`src/hdl/pcsf_pkg.sv`:
```
// ----------------------------------------------------------------------------
// pcsf_pkg
// Types and codes shared by the packet checksum and source filter.
// ----------------------------------------------------------------------------
package pcsf_pkg;

    localparam int WORD_W      = 32;
    localparam int HALF_W      = 16;
    localparam int VERDICT_W   = 3;
    localparam int NUM_RANGES  = 4;
    localparam int NUM_BOUNDS  = 2 * NUM_RANGES;
    localparam int CFG_ADDR_W  = 5;
    localparam int QUEUE_DEPTH = 2;
    localparam int QPTR_W      = 1;
    localparam int QCNT_W      = 2;

    localparam logic [VERDICT_W-1:0] VERDICT_HIGH         = 3'd0;
    localparam logic [VERDICT_W-1:0] VERDICT_MEDIUM       = 3'd1;
    localparam logic [VERDICT_W-1:0] VERDICT_LOW          = 3'd2;
    localparam logic [VERDICT_W-1:0] VERDICT_UNKNOWN      = 3'd3;
    localparam logic [VERDICT_W-1:0] VERDICT_BAD_SOURCE   = 3'd4;
    localparam logic [VERDICT_W-1:0] VERDICT_BAD_CHECKSUM = 3'd5;

    localparam logic [1:0] TYPE_HIGH    = 2'd0;
    localparam logic [1:0] TYPE_MEDIUM  = 2'd1;
    localparam logic [1:0] TYPE_LOW     = 2'd2;
    localparam logic [1:0] TYPE_UNKNOWN = 2'd3;

    localparam logic [HALF_W-1:0] SUM_GOOD = 16'hffff;

    typedef logic [NUM_BOUNDS-1:0][WORD_W-1:0] bounds_t;

    typedef struct packed {
        logic [WORD_W-1:0] source;
        logic [WORD_W-1:0] destination;
        logic [1:0]        type_code;
        logic              sum_ok;
    } pcsf_entry_t;

endpackage

```
`src/hdl/pcsf_front.sv`:
```
// ----------------------------------------------------------------------------
// pcsf_front
// Takes packet words, keeps the folded ones' complement sum and the header
// words, and pushes one classified entry per packet.
// ----------------------------------------------------------------------------
module pcsf_front
    import pcsf_pkg::*;
#(
    parameter int PACKET_WORDS = 16
) (
    input  logic              aclk,
    input  logic              aresetn,
    input  logic              s_valid,
    output logic              s_ready,
    input  logic [WORD_W-1:0] s_packet_word,
    output logic              push,
    output pcsf_entry_t       push_entry,
    input  logic              queue_full
);

    localparam int POS_W = $clog2(PACKET_WORDS);
    localparam logic [POS_W-1:0] LAST_POS = POS_W'(PACKET_WORDS - 1);

    logic [POS_W-1:0]  pos_reg, pos_next;
    logic [HALF_W-1:0] sum_reg, sum_next;
    logic [WORD_W-1:0] source_reg, destination_reg;
    logic [1:0]        type_reg;
    logic              last_word;
    logic              take;
    logic [HALF_W+1:0] sum_wide;
    logic [HALF_W:0]   sum_fold1;
    logic [HALF_W-1:0] sum_fold2;

    assign last_word = (pos_reg == LAST_POS);
    assign s_ready   = !last_word || !queue_full;
    assign take      = s_valid && s_ready;

    assign sum_wide  = {2'b00, sum_reg} + {2'b00, s_packet_word[HALF_W-1:0]}
                     + {2'b00, s_packet_word[WORD_W-1:HALF_W]};
    assign sum_fold1 = {1'b0, sum_wide[HALF_W-1:0]} + {{(HALF_W-1){1'b0}}, sum_wide[HALF_W+1:HALF_W]};
    assign sum_fold2 = sum_fold1[HALF_W-1:0] + {{(HALF_W-1){1'b0}}, sum_fold1[HALF_W]};

    always_comb begin
        pos_next = pos_reg;
        sum_next = sum_reg;
        if (take) begin
            if (last_word) begin
                pos_next = '0;
                sum_next = '0;
            end else begin
                pos_next = pos_reg + POS_W'(1);
                sum_next = sum_fold2;
            end
        end
    end

    always_ff @(posedge aclk) begin
        if (!aresetn) begin
            pos_reg <= '0;
            sum_reg <= '0;
        end else begin
            pos_reg <= pos_next;
            sum_reg <= sum_next;
        end
    end

    always_ff @(posedge aclk) begin
        if (take) begin
            if (pos_reg == POS_W'(0)) begin
                source_reg <= s_packet_word;
            end
            if (pos_reg == POS_W'(1)) begin
                destination_reg <= s_packet_word;
            end
            if (pos_reg == POS_W'(2)) begin
                if (s_packet_word > WORD_W'(2)) begin
                    type_reg <= TYPE_UNKNOWN;
                end else begin
                    type_reg <= s_packet_word[1:0];
                end
            end
        end
    end

    assign push                   = take && last_word;
    assign push_entry.source      = source_reg;
    assign push_entry.destination = destination_reg;
    assign push_entry.type_code   = type_reg;
    assign push_entry.sum_ok      = (sum_fold2 == SUM_GOOD);

endmodule

```
`src/hdl/pcsf_queue.sv`:
```
// ----------------------------------------------------------------------------
// pcsf_queue
// Short queue of finished-packet entries between the front and back parts.
// ----------------------------------------------------------------------------
module pcsf_queue
    import pcsf_pkg::*;
(
    input  logic        aclk,
    input  logic        aresetn,
    input  logic        push,
    input  pcsf_entry_t push_entry,
    output logic        full,
    input  logic        pop,
    output logic        not_empty,
    output pcsf_entry_t head
);

    pcsf_entry_t       slot_reg [QUEUE_DEPTH];
    logic [QPTR_W-1:0] wr_ptr_reg, rd_ptr_reg;
    logic [QCNT_W-1:0] count_reg, count_next;

    assign full      = (count_reg == QCNT_W'(QUEUE_DEPTH));
    assign not_empty = (count_reg != '0);
    assign head      = slot_reg[rd_ptr_reg];

    always_comb begin
        count_next = count_reg;
        if (push && !pop) begin
            count_next = count_reg + QCNT_W'(1);
        end else if (pop && !push) begin
            count_next = count_reg - QCNT_W'(1);
        end
    end

    always_ff @(posedge aclk) begin
        if (!aresetn) begin
            wr_ptr_reg <= '0;
            rd_ptr_reg <= '0;
            count_reg  <= '0;
        end else begin
            count_reg <= count_next;
            if (push) begin
                wr_ptr_reg <= wr_ptr_reg + QPTR_W'(1);
            end
            if (pop) begin
                rd_ptr_reg <= rd_ptr_reg + QPTR_W'(1);
            end
        end
    end

    always_ff @(posedge aclk) begin
        if (push) begin
            slot_reg[wr_ptr_reg] <= push_entry;
        end
    end

endmodule

```
`src/hdl/pcsf_back.sv`:
```
// ----------------------------------------------------------------------------
// pcsf_back
// Pops entries, tests the source against the reject ranges, gives the
// verdict and advances the reject counters.
// ----------------------------------------------------------------------------
module pcsf_back
    import pcsf_pkg::*;
(
    input  logic                 aclk,
    input  logic                 aresetn,
    input  bounds_t              bounds,
    input  logic                 not_empty,
    input  pcsf_entry_t          head,
    output logic                 pop,
    output logic                 m_valid,
    input  logic                 m_ready,
    output logic [VERDICT_W-1:0] m_verdict,
    output logic [WORD_W-1:0]    m_destination,
    output logic [WORD_W-1:0]    m_source_rejects,
    output logic [WORD_W-1:0]    m_checksum_rejects,
    output logic [WORD_W-1:0]    m_high_rejects,
    output logic [WORD_W-1:0]    m_medium_rejects,
    output logic [WORD_W-1:0]    m_low_rejects
);

    logic                 valid_reg;
    logic [VERDICT_W-1:0] verdict_reg, verdict_next;
    logic [WORD_W-1:0]    destination_reg;
    logic [WORD_W-1:0]    src_cnt_reg, src_cnt_next;
    logic [WORD_W-1:0]    csum_cnt_reg, csum_cnt_next;
    logic [WORD_W-1:0]    type_cnt_reg [3];
    logic [WORD_W-1:0]    type_cnt_next [3];
    logic [NUM_RANGES-1:0] in_range;
    logic                 src_bad, csum_bad;

    assign pop = not_empty && (!valid_reg || m_ready);

    always_comb begin
        for (int r = 0; r < NUM_RANGES; r++) begin
            in_range[r] = (head.source > bounds[2*r]) && (head.source < bounds[2*r+1]);
        end
    end

    assign src_bad  = |in_range;
    assign csum_bad = !src_bad && !head.sum_ok;

    always_comb begin
        src_cnt_next  = src_cnt_reg + {{(WORD_W-1){1'b0}}, src_bad};
        csum_cnt_next = csum_cnt_reg + {{(WORD_W-1){1'b0}}, csum_bad};
        for (int t = 0; t < 3; t++) begin
            type_cnt_next[t] = type_cnt_reg[t];
            if ((src_bad || csum_bad) && (head.type_code == 2'(t))) begin
                type_cnt_next[t] = type_cnt_reg[t] + WORD_W'(1);
            end
        end
        if (src_bad) begin
            verdict_next = VERDICT_BAD_SOURCE;
        end else if (csum_bad) begin
            verdict_next = VERDICT_BAD_CHECKSUM;
        end else begin
            verdict_next = {1'b0, head.type_code};
        end
    end

    always_ff @(posedge aclk) begin
        if (!aresetn) begin
            valid_reg    <= 1'b0;
            src_cnt_reg  <= '0;
            csum_cnt_reg <= '0;
            for (int t = 0; t < 3; t++) begin
                type_cnt_reg[t] <= '0;
            end
        end else begin
            if (pop) begin
                valid_reg    <= 1'b1;
                src_cnt_reg  <= src_cnt_next;
                csum_cnt_reg <= csum_cnt_next;
                for (int t = 0; t < 3; t++) begin
                    type_cnt_reg[t] <= type_cnt_next[t];
                end
            end else if (m_ready) begin
                valid_reg <= 1'b0;
            end
        end
    end

    always_ff @(posedge aclk) begin
        if (pop) begin
            verdict_reg     <= verdict_next;
            destination_reg <= head.destination;
        end
    end

    assign m_valid            = valid_reg;
    assign m_verdict          = verdict_reg;
    assign m_destination      = destination_reg;
    assign m_source_rejects   = src_cnt_reg;
    assign m_checksum_rejects = csum_cnt_reg;
    assign m_high_rejects     = type_cnt_reg[0];
    assign m_medium_rejects   = type_cnt_reg[1];
    assign m_low_rejects      = type_cnt_reg[2];

    a_counters_hold: assert property (@(posedge aclk) disable iff (!aresetn)
        !pop |=> $stable(src_cnt_reg) && $stable(csum_cnt_reg))
        else $error("reject counter moved without a pop");

    a_one_reason: assert property (@(posedge aclk) disable iff (!aresetn)
        pop |-> !(src_bad && csum_bad))
        else $error("packet counted for two reject reasons");

    a_verdict_range: assert property (@(posedge aclk) disable iff (!aresetn)
        valid_reg |-> (verdict_reg <= VERDICT_BAD_CHECKSUM))
        else $error("verdict code out of range");

endmodule

```
`src/hdl/packet_checksum_source_filter.sv`:
```
// ----------------------------------------------------------------------------
// packet_checksum_source_filter
// Packet checksum and source-range filter with APB register port.
//
// Input channel s_*: one 32-bit packet word per handshake, PACKET_WORDS words
// per packet (source, destination, type, checksum, payload). Words are taken
// one per cycle; the only stall on s_ready is the last word of a packet
// while the two-entry queue is full. Result channel m_*: one result per
// packet, registered, valid once the entry has passed the queue and the
// result register. A result is held until m_ready; the queue keeps the
// input side running for up to two more packets meanwhile. Sustained rate:
// one word per cycle while results are taken. Registers: eight 32-bit range
// bounds at byte addresses 0x00..0x1C, written through the APB port while
// no packet is in flight, a user rule the block does not enforce; pready is
// always high. Reset (aresetn low, synchronous): word position, sum, queue
// and counters clear, all bounds go to zero (every range empty).
// ----------------------------------------------------------------------------
module packet_checksum_source_filter
    import pcsf_pkg::*;
#(
    parameter int PACKET_WORDS = 16
) (
    input  logic                  aclk,
    input  logic                  aresetn,
    input  logic                  psel,
    input  logic                  penable,
    input  logic                  pwrite,
    input  logic [CFG_ADDR_W-1:0] paddr,
    input  logic [WORD_W-1:0]     pwdata,
    output logic [WORD_W-1:0]     prdata,
    output logic                  pready,
    input  logic                  s_valid,
    output logic                  s_ready,
    input  logic [WORD_W-1:0]     s_packet_word,
    output logic                  m_valid,
    input  logic                  m_ready,
    output logic [VERDICT_W-1:0]  m_verdict,
    output logic [WORD_W-1:0]     m_destination,
    output logic [WORD_W-1:0]     m_source_rejects,
    output logic [WORD_W-1:0]     m_checksum_rejects,
    output logic [WORD_W-1:0]     m_high_rejects,
    output logic [WORD_W-1:0]     m_medium_rejects,
    output logic [WORD_W-1:0]     m_low_rejects
);

    bounds_t     bounds_reg;
    logic [2:0]  reg_index;
    logic        push, pop, queue_full, not_empty;
    pcsf_entry_t push_entry, head;

    assign pready    = 1'b1;
    assign reg_index = paddr[CFG_ADDR_W-1:2];
    assign prdata    = bounds_reg[reg_index];

    always_ff @(posedge aclk) begin
        if (!aresetn) begin
            bounds_reg <= '0;
        end else if (psel && penable && pwrite && pready) begin
            bounds_reg[reg_index] <= pwdata;
        end
    end

    pcsf_front #(
        .PACKET_WORDS(PACKET_WORDS)
    ) u_front (
        .aclk         (aclk),
        .aresetn      (aresetn),
        .s_valid      (s_valid),
        .s_ready      (s_ready),
        .s_packet_word(s_packet_word),
        .push         (push),
        .push_entry   (push_entry),
        .queue_full   (queue_full)
    );

    pcsf_queue u_queue (
        .aclk      (aclk),
        .aresetn   (aresetn),
        .push      (push),
        .push_entry(push_entry),
        .full      (queue_full),
        .pop       (pop),
        .not_empty (not_empty),
        .head      (head)
    );

    pcsf_back u_back (
        .aclk              (aclk),
        .aresetn           (aresetn),
        .bounds            (bounds_reg),
        .not_empty         (not_empty),
        .head              (head),
        .pop               (pop),
        .m_valid           (m_valid),
        .m_ready           (m_ready),
        .m_verdict         (m_verdict),
        .m_destination     (m_destination),
        .m_source_rejects  (m_source_rejects),
        .m_checksum_rejects(m_checksum_rejects),
        .m_high_rejects    (m_high_rejects),
        .m_medium_rejects  (m_medium_rejects),
        .m_low_rejects     (m_low_rejects)
    );

endmodule
```
`config.mk`:
```
export PLATFORM = sky130hd
export DESIGN_NAME = packet_checksum_source_filter
export DESIGN_NICKNAME = d
export VERILOG_FILES = /design/src/hdl/pcsf_pkg.sv /design/src/hdl/pcsf_front.sv /design/src/hdl/pcsf_queue.sv /design/src/hdl/pcsf_back.sv /design/src/hdl/packet_checksum_source_filter.sv
export SDC_FILE = /design/constraint.sdc
export NUM_CORES = 2
export LEC_CHECK = 0
export ABC_AREA = 1
export BUFFER_PORTS_ARGS = -buffer_cell sky130_fd_sc_hd__clkbuf_2
export CAP_MARGIN = 30
export CORE_UTILIZATION = 59
export CTS_CLUSTER_SIZE = 12
export DETAILED_ROUTE_END_ITERATION = 7
export PLACE_DENSITY = 0.88
export SLEW_MARGIN = 25
export SYNTH_ARGS = -nofsm -noshare
export SYNTH_HDL_FRONTEND = slang
export SYNTH_SLANG_ARGS = --single-unit
```
`constraint.sdc`:
```
create_clock -name aclk -period 8.3 [get_ports aclk]
set_input_delay 0.83 -clock aclk [delete_from_list [all_inputs] [get_ports aclk]]
set_output_delay 0.83 -clock aclk [all_outputs]
set_load 0.05 [all_outputs]
```
==> flow_metrics.tcl <==
set metrics [dict create \
    hold_path.class "reg2reg" \
    syn_inst 4230 \
    path_common_cell "nand3_1" \
    layout_commonest_cell "nand2_1" \
    timing.final.ws_setup_ns 0.702 \
    die_w_um 249 \
    failed_checks "design-rule violations" \
    area_growth_pct 13.2 \
    drive_gt1_share_pct 12.1 \
    die_height_um 249 \
    start_kind "input port" \
    tightest_slew_ns 1.08 \
    postRouteWirelength_mm 105 \
    routabilityCongestion 0.988 \
    n_fill_cell 4608 \
    num_rows 90 \
    grt_pass1_vias 30200 \
    drt_iter0_drc 3673 \
    yosys_warnings 0 \
    cp.arrival_ns 7.97 \
    fin_nets 4887 \
    grtUsageTotal_pct 33.3 \
    grt_first_pass_wirelength_mm 163 \
    hold_buffers 0 \
    clkLatencyLatePin_ns 0.63 \
    pin_count 306 \
    dp_hpwl_mm 73.6 \
    drtPass1Iterations 8 \
    slowest_stage "ha_1" \
    maxCapViolCount 0 \
    endpoint_kind "register" \
    clock_path_buffers 3 \
    synth_enable_flop_cells 331 \
    async_flop_share_pct 0 \
    ys_seq_area_share_pct 47.0 \
    synth_cell_types 69 \
    remaining_drc_errors 1 \
    largest_reg_flops 256 \
    slew_violations 0 \
    cts_tree "yes" \
    final.setup.tns_ns 0 \
    fin_skew_ns 0.0301 \
    min_period_over_period_pct 91.5 \
    vias 32000 \
    final_cell_mix "724 x nand2_1, 555 x inv_1, 518 x a21oi_1" \
    initial_utilization_pct 59.6 \
    worstPathRequired_ns 8.68 \
    postRouteAntennaNets 0 \
    hold_violations 0 \
    core_area_um2 60200 \
    htree_levels 3 \
    syn_area_um2 35900 \
    grt_overflow_total 0 \
    setup_viol 0 \
    max_freq_mhz 132 \
    synth_ff_type "dfxtp_1" \
    clk_root_buffer_cell "clkbuf_16" \
    wl_per_cell_um 19.6 \
    post_cts.repair.setup_buffers 0 \
    numCtsBuffers 74 \
    cts.clk_slew.worst_paths_ns 0.06 \
    slew_headroom_pct 28.0 \
    pre_cts_ws_ns 0.177 \
    cts-resized-gates 0 \
    avgSynthCellArea_um2 8.49 \
    port_buffers 302 \
    peakVddDrop_mv 0.276 \
    ys_seq_elements 677 \
    leakage_nw 16.1 \
    viasPerCell 5.98 \
    die-area_um2 61800 \
    antenna_found_initial 2 \
    cts.sink_count 677 \
    status "finished with violations" \
    grt_max_degree 109 \
    cp_max_fo 5 \
    power-per-cell-area_nw_per_um2 311 \
    crit_type "in2reg" \
    max_stage_delay_ns 0.38 \
    post-route-min-period_ns 7.60 \
    synth.net_count 4609 \
    rsz0062_at_grt "no" \
]
## per-stage QoR
| stage | util, % | hold WS [ns] | cell area (µm²) | power [W] | instances |
|---|---|---|---|---|---|
| after floorplan | - | 0.421 | 35900 | 0.00794 | 4230 |
| after global routing | 67.4 | 0.424 | 40600 | 0.0134 | 5344 |
| after global placement | 63.4 | 0.422 | 38200 | 0.00915 | 5209 |
| after detailed placement | 63.5 | 0.429 | 38200 | 0.00929 | 5213 |
| after CTS | 67.4 | 0.413 | 40600 | 0.0126 | 5343 |
| final | 67.4 | 0.436 | 40600 | 0.0126 | 5347 |
## worst max-delay path: cells and delay by family
kind / cells / cell delay [ns]
fa+ha+maj: 6 / 1.50
buf+inv: 5 / 0.45
simple gates: 26 / 2.85
compound gates: 10 / 1.88
xor+xnor: 2 / 0.41
## synthesized netlist by cell type (25+ instances only)
cell type / count / area share [%]
nand4_1: 66 / 1.2
a22oi_1: 25 / 0.52
dfxtp_1: 346 / 19
a21oi_1: 518 / 7.2
o22ai_1: 53 / 0.92
nor4_1: 25 / 0.44
ha_1: 300 / 10
o21ai_0: 365 / 5.1
nor3_1: 88 / 1.2
nor2_1: 265 / 2.8
inv_1: 556 / 5.8
clkbuf_1: 126 / 1.3
xor2_1: 27 / 0.66
edfxtp_1: 331 / 28
nand2_1: 724 / 7.6
nand3_1: 138 / 1.9
## report_power, final
part / leakage, nW / internal (W) / switching, W
clock network: 1.14 / 0.00190 / 0.00138
logic: 9.01 / 0.00151 / 0.00378
registers: 5.94 / 0.00387 / 0.000202
## layer usage
layer | up-vias | GRT usage (%) | wire, µm
li1 | 15100 | - | -
met1 | 14700 | 42.0 | 40000
met2 | 1806 | 55.2 | 48700
met3 | 399 | 6.35 | 10600
met4 | 4 | 15.9 | 5420
met5 | - | 0 | 23
## cells by family after synthesis
logic type | share of synthesized area (%)
other cells | 0.0104
fa+ha+maj | 10.6
flops | 47.0
xor+xnor | 1.00
buf+inv | 7.51
simple gates | 17.6
mux | 0.0279
compound gates | 16.2
## layout make-up
class	count	area (µm²)	share of cell area, %
clock buffers	108	2020	4.98
multi-input cells	2838	16400	40.4
diodes	3	7.51	0.0185
clock inverters	22	353	0.868
well taps	782	978	2.41
flip-flops and latches	677	16900	41.5
inverters	579	2180	5.36
repair buffers	338	1830	4.50
## final timing paths
kind              slack, ns                    from                      end  depth (start not counted)
setup / recovery       0.70        s_packet_word[2]   u_queue.slot_reg[0][0]                         49
hold / removal         0.44  u_front.source_reg[14]  u_queue.slot_reg[0][49]                          0
setup reg to reg       0.77      u_front.sum_reg[2]   u_queue.slot_reg[0][0]                         48
hold reg to reg        0.44  u_front.source_reg[14]  u_queue.slot_reg[0][49]                          0
Power figures use the tool's default switching activity.
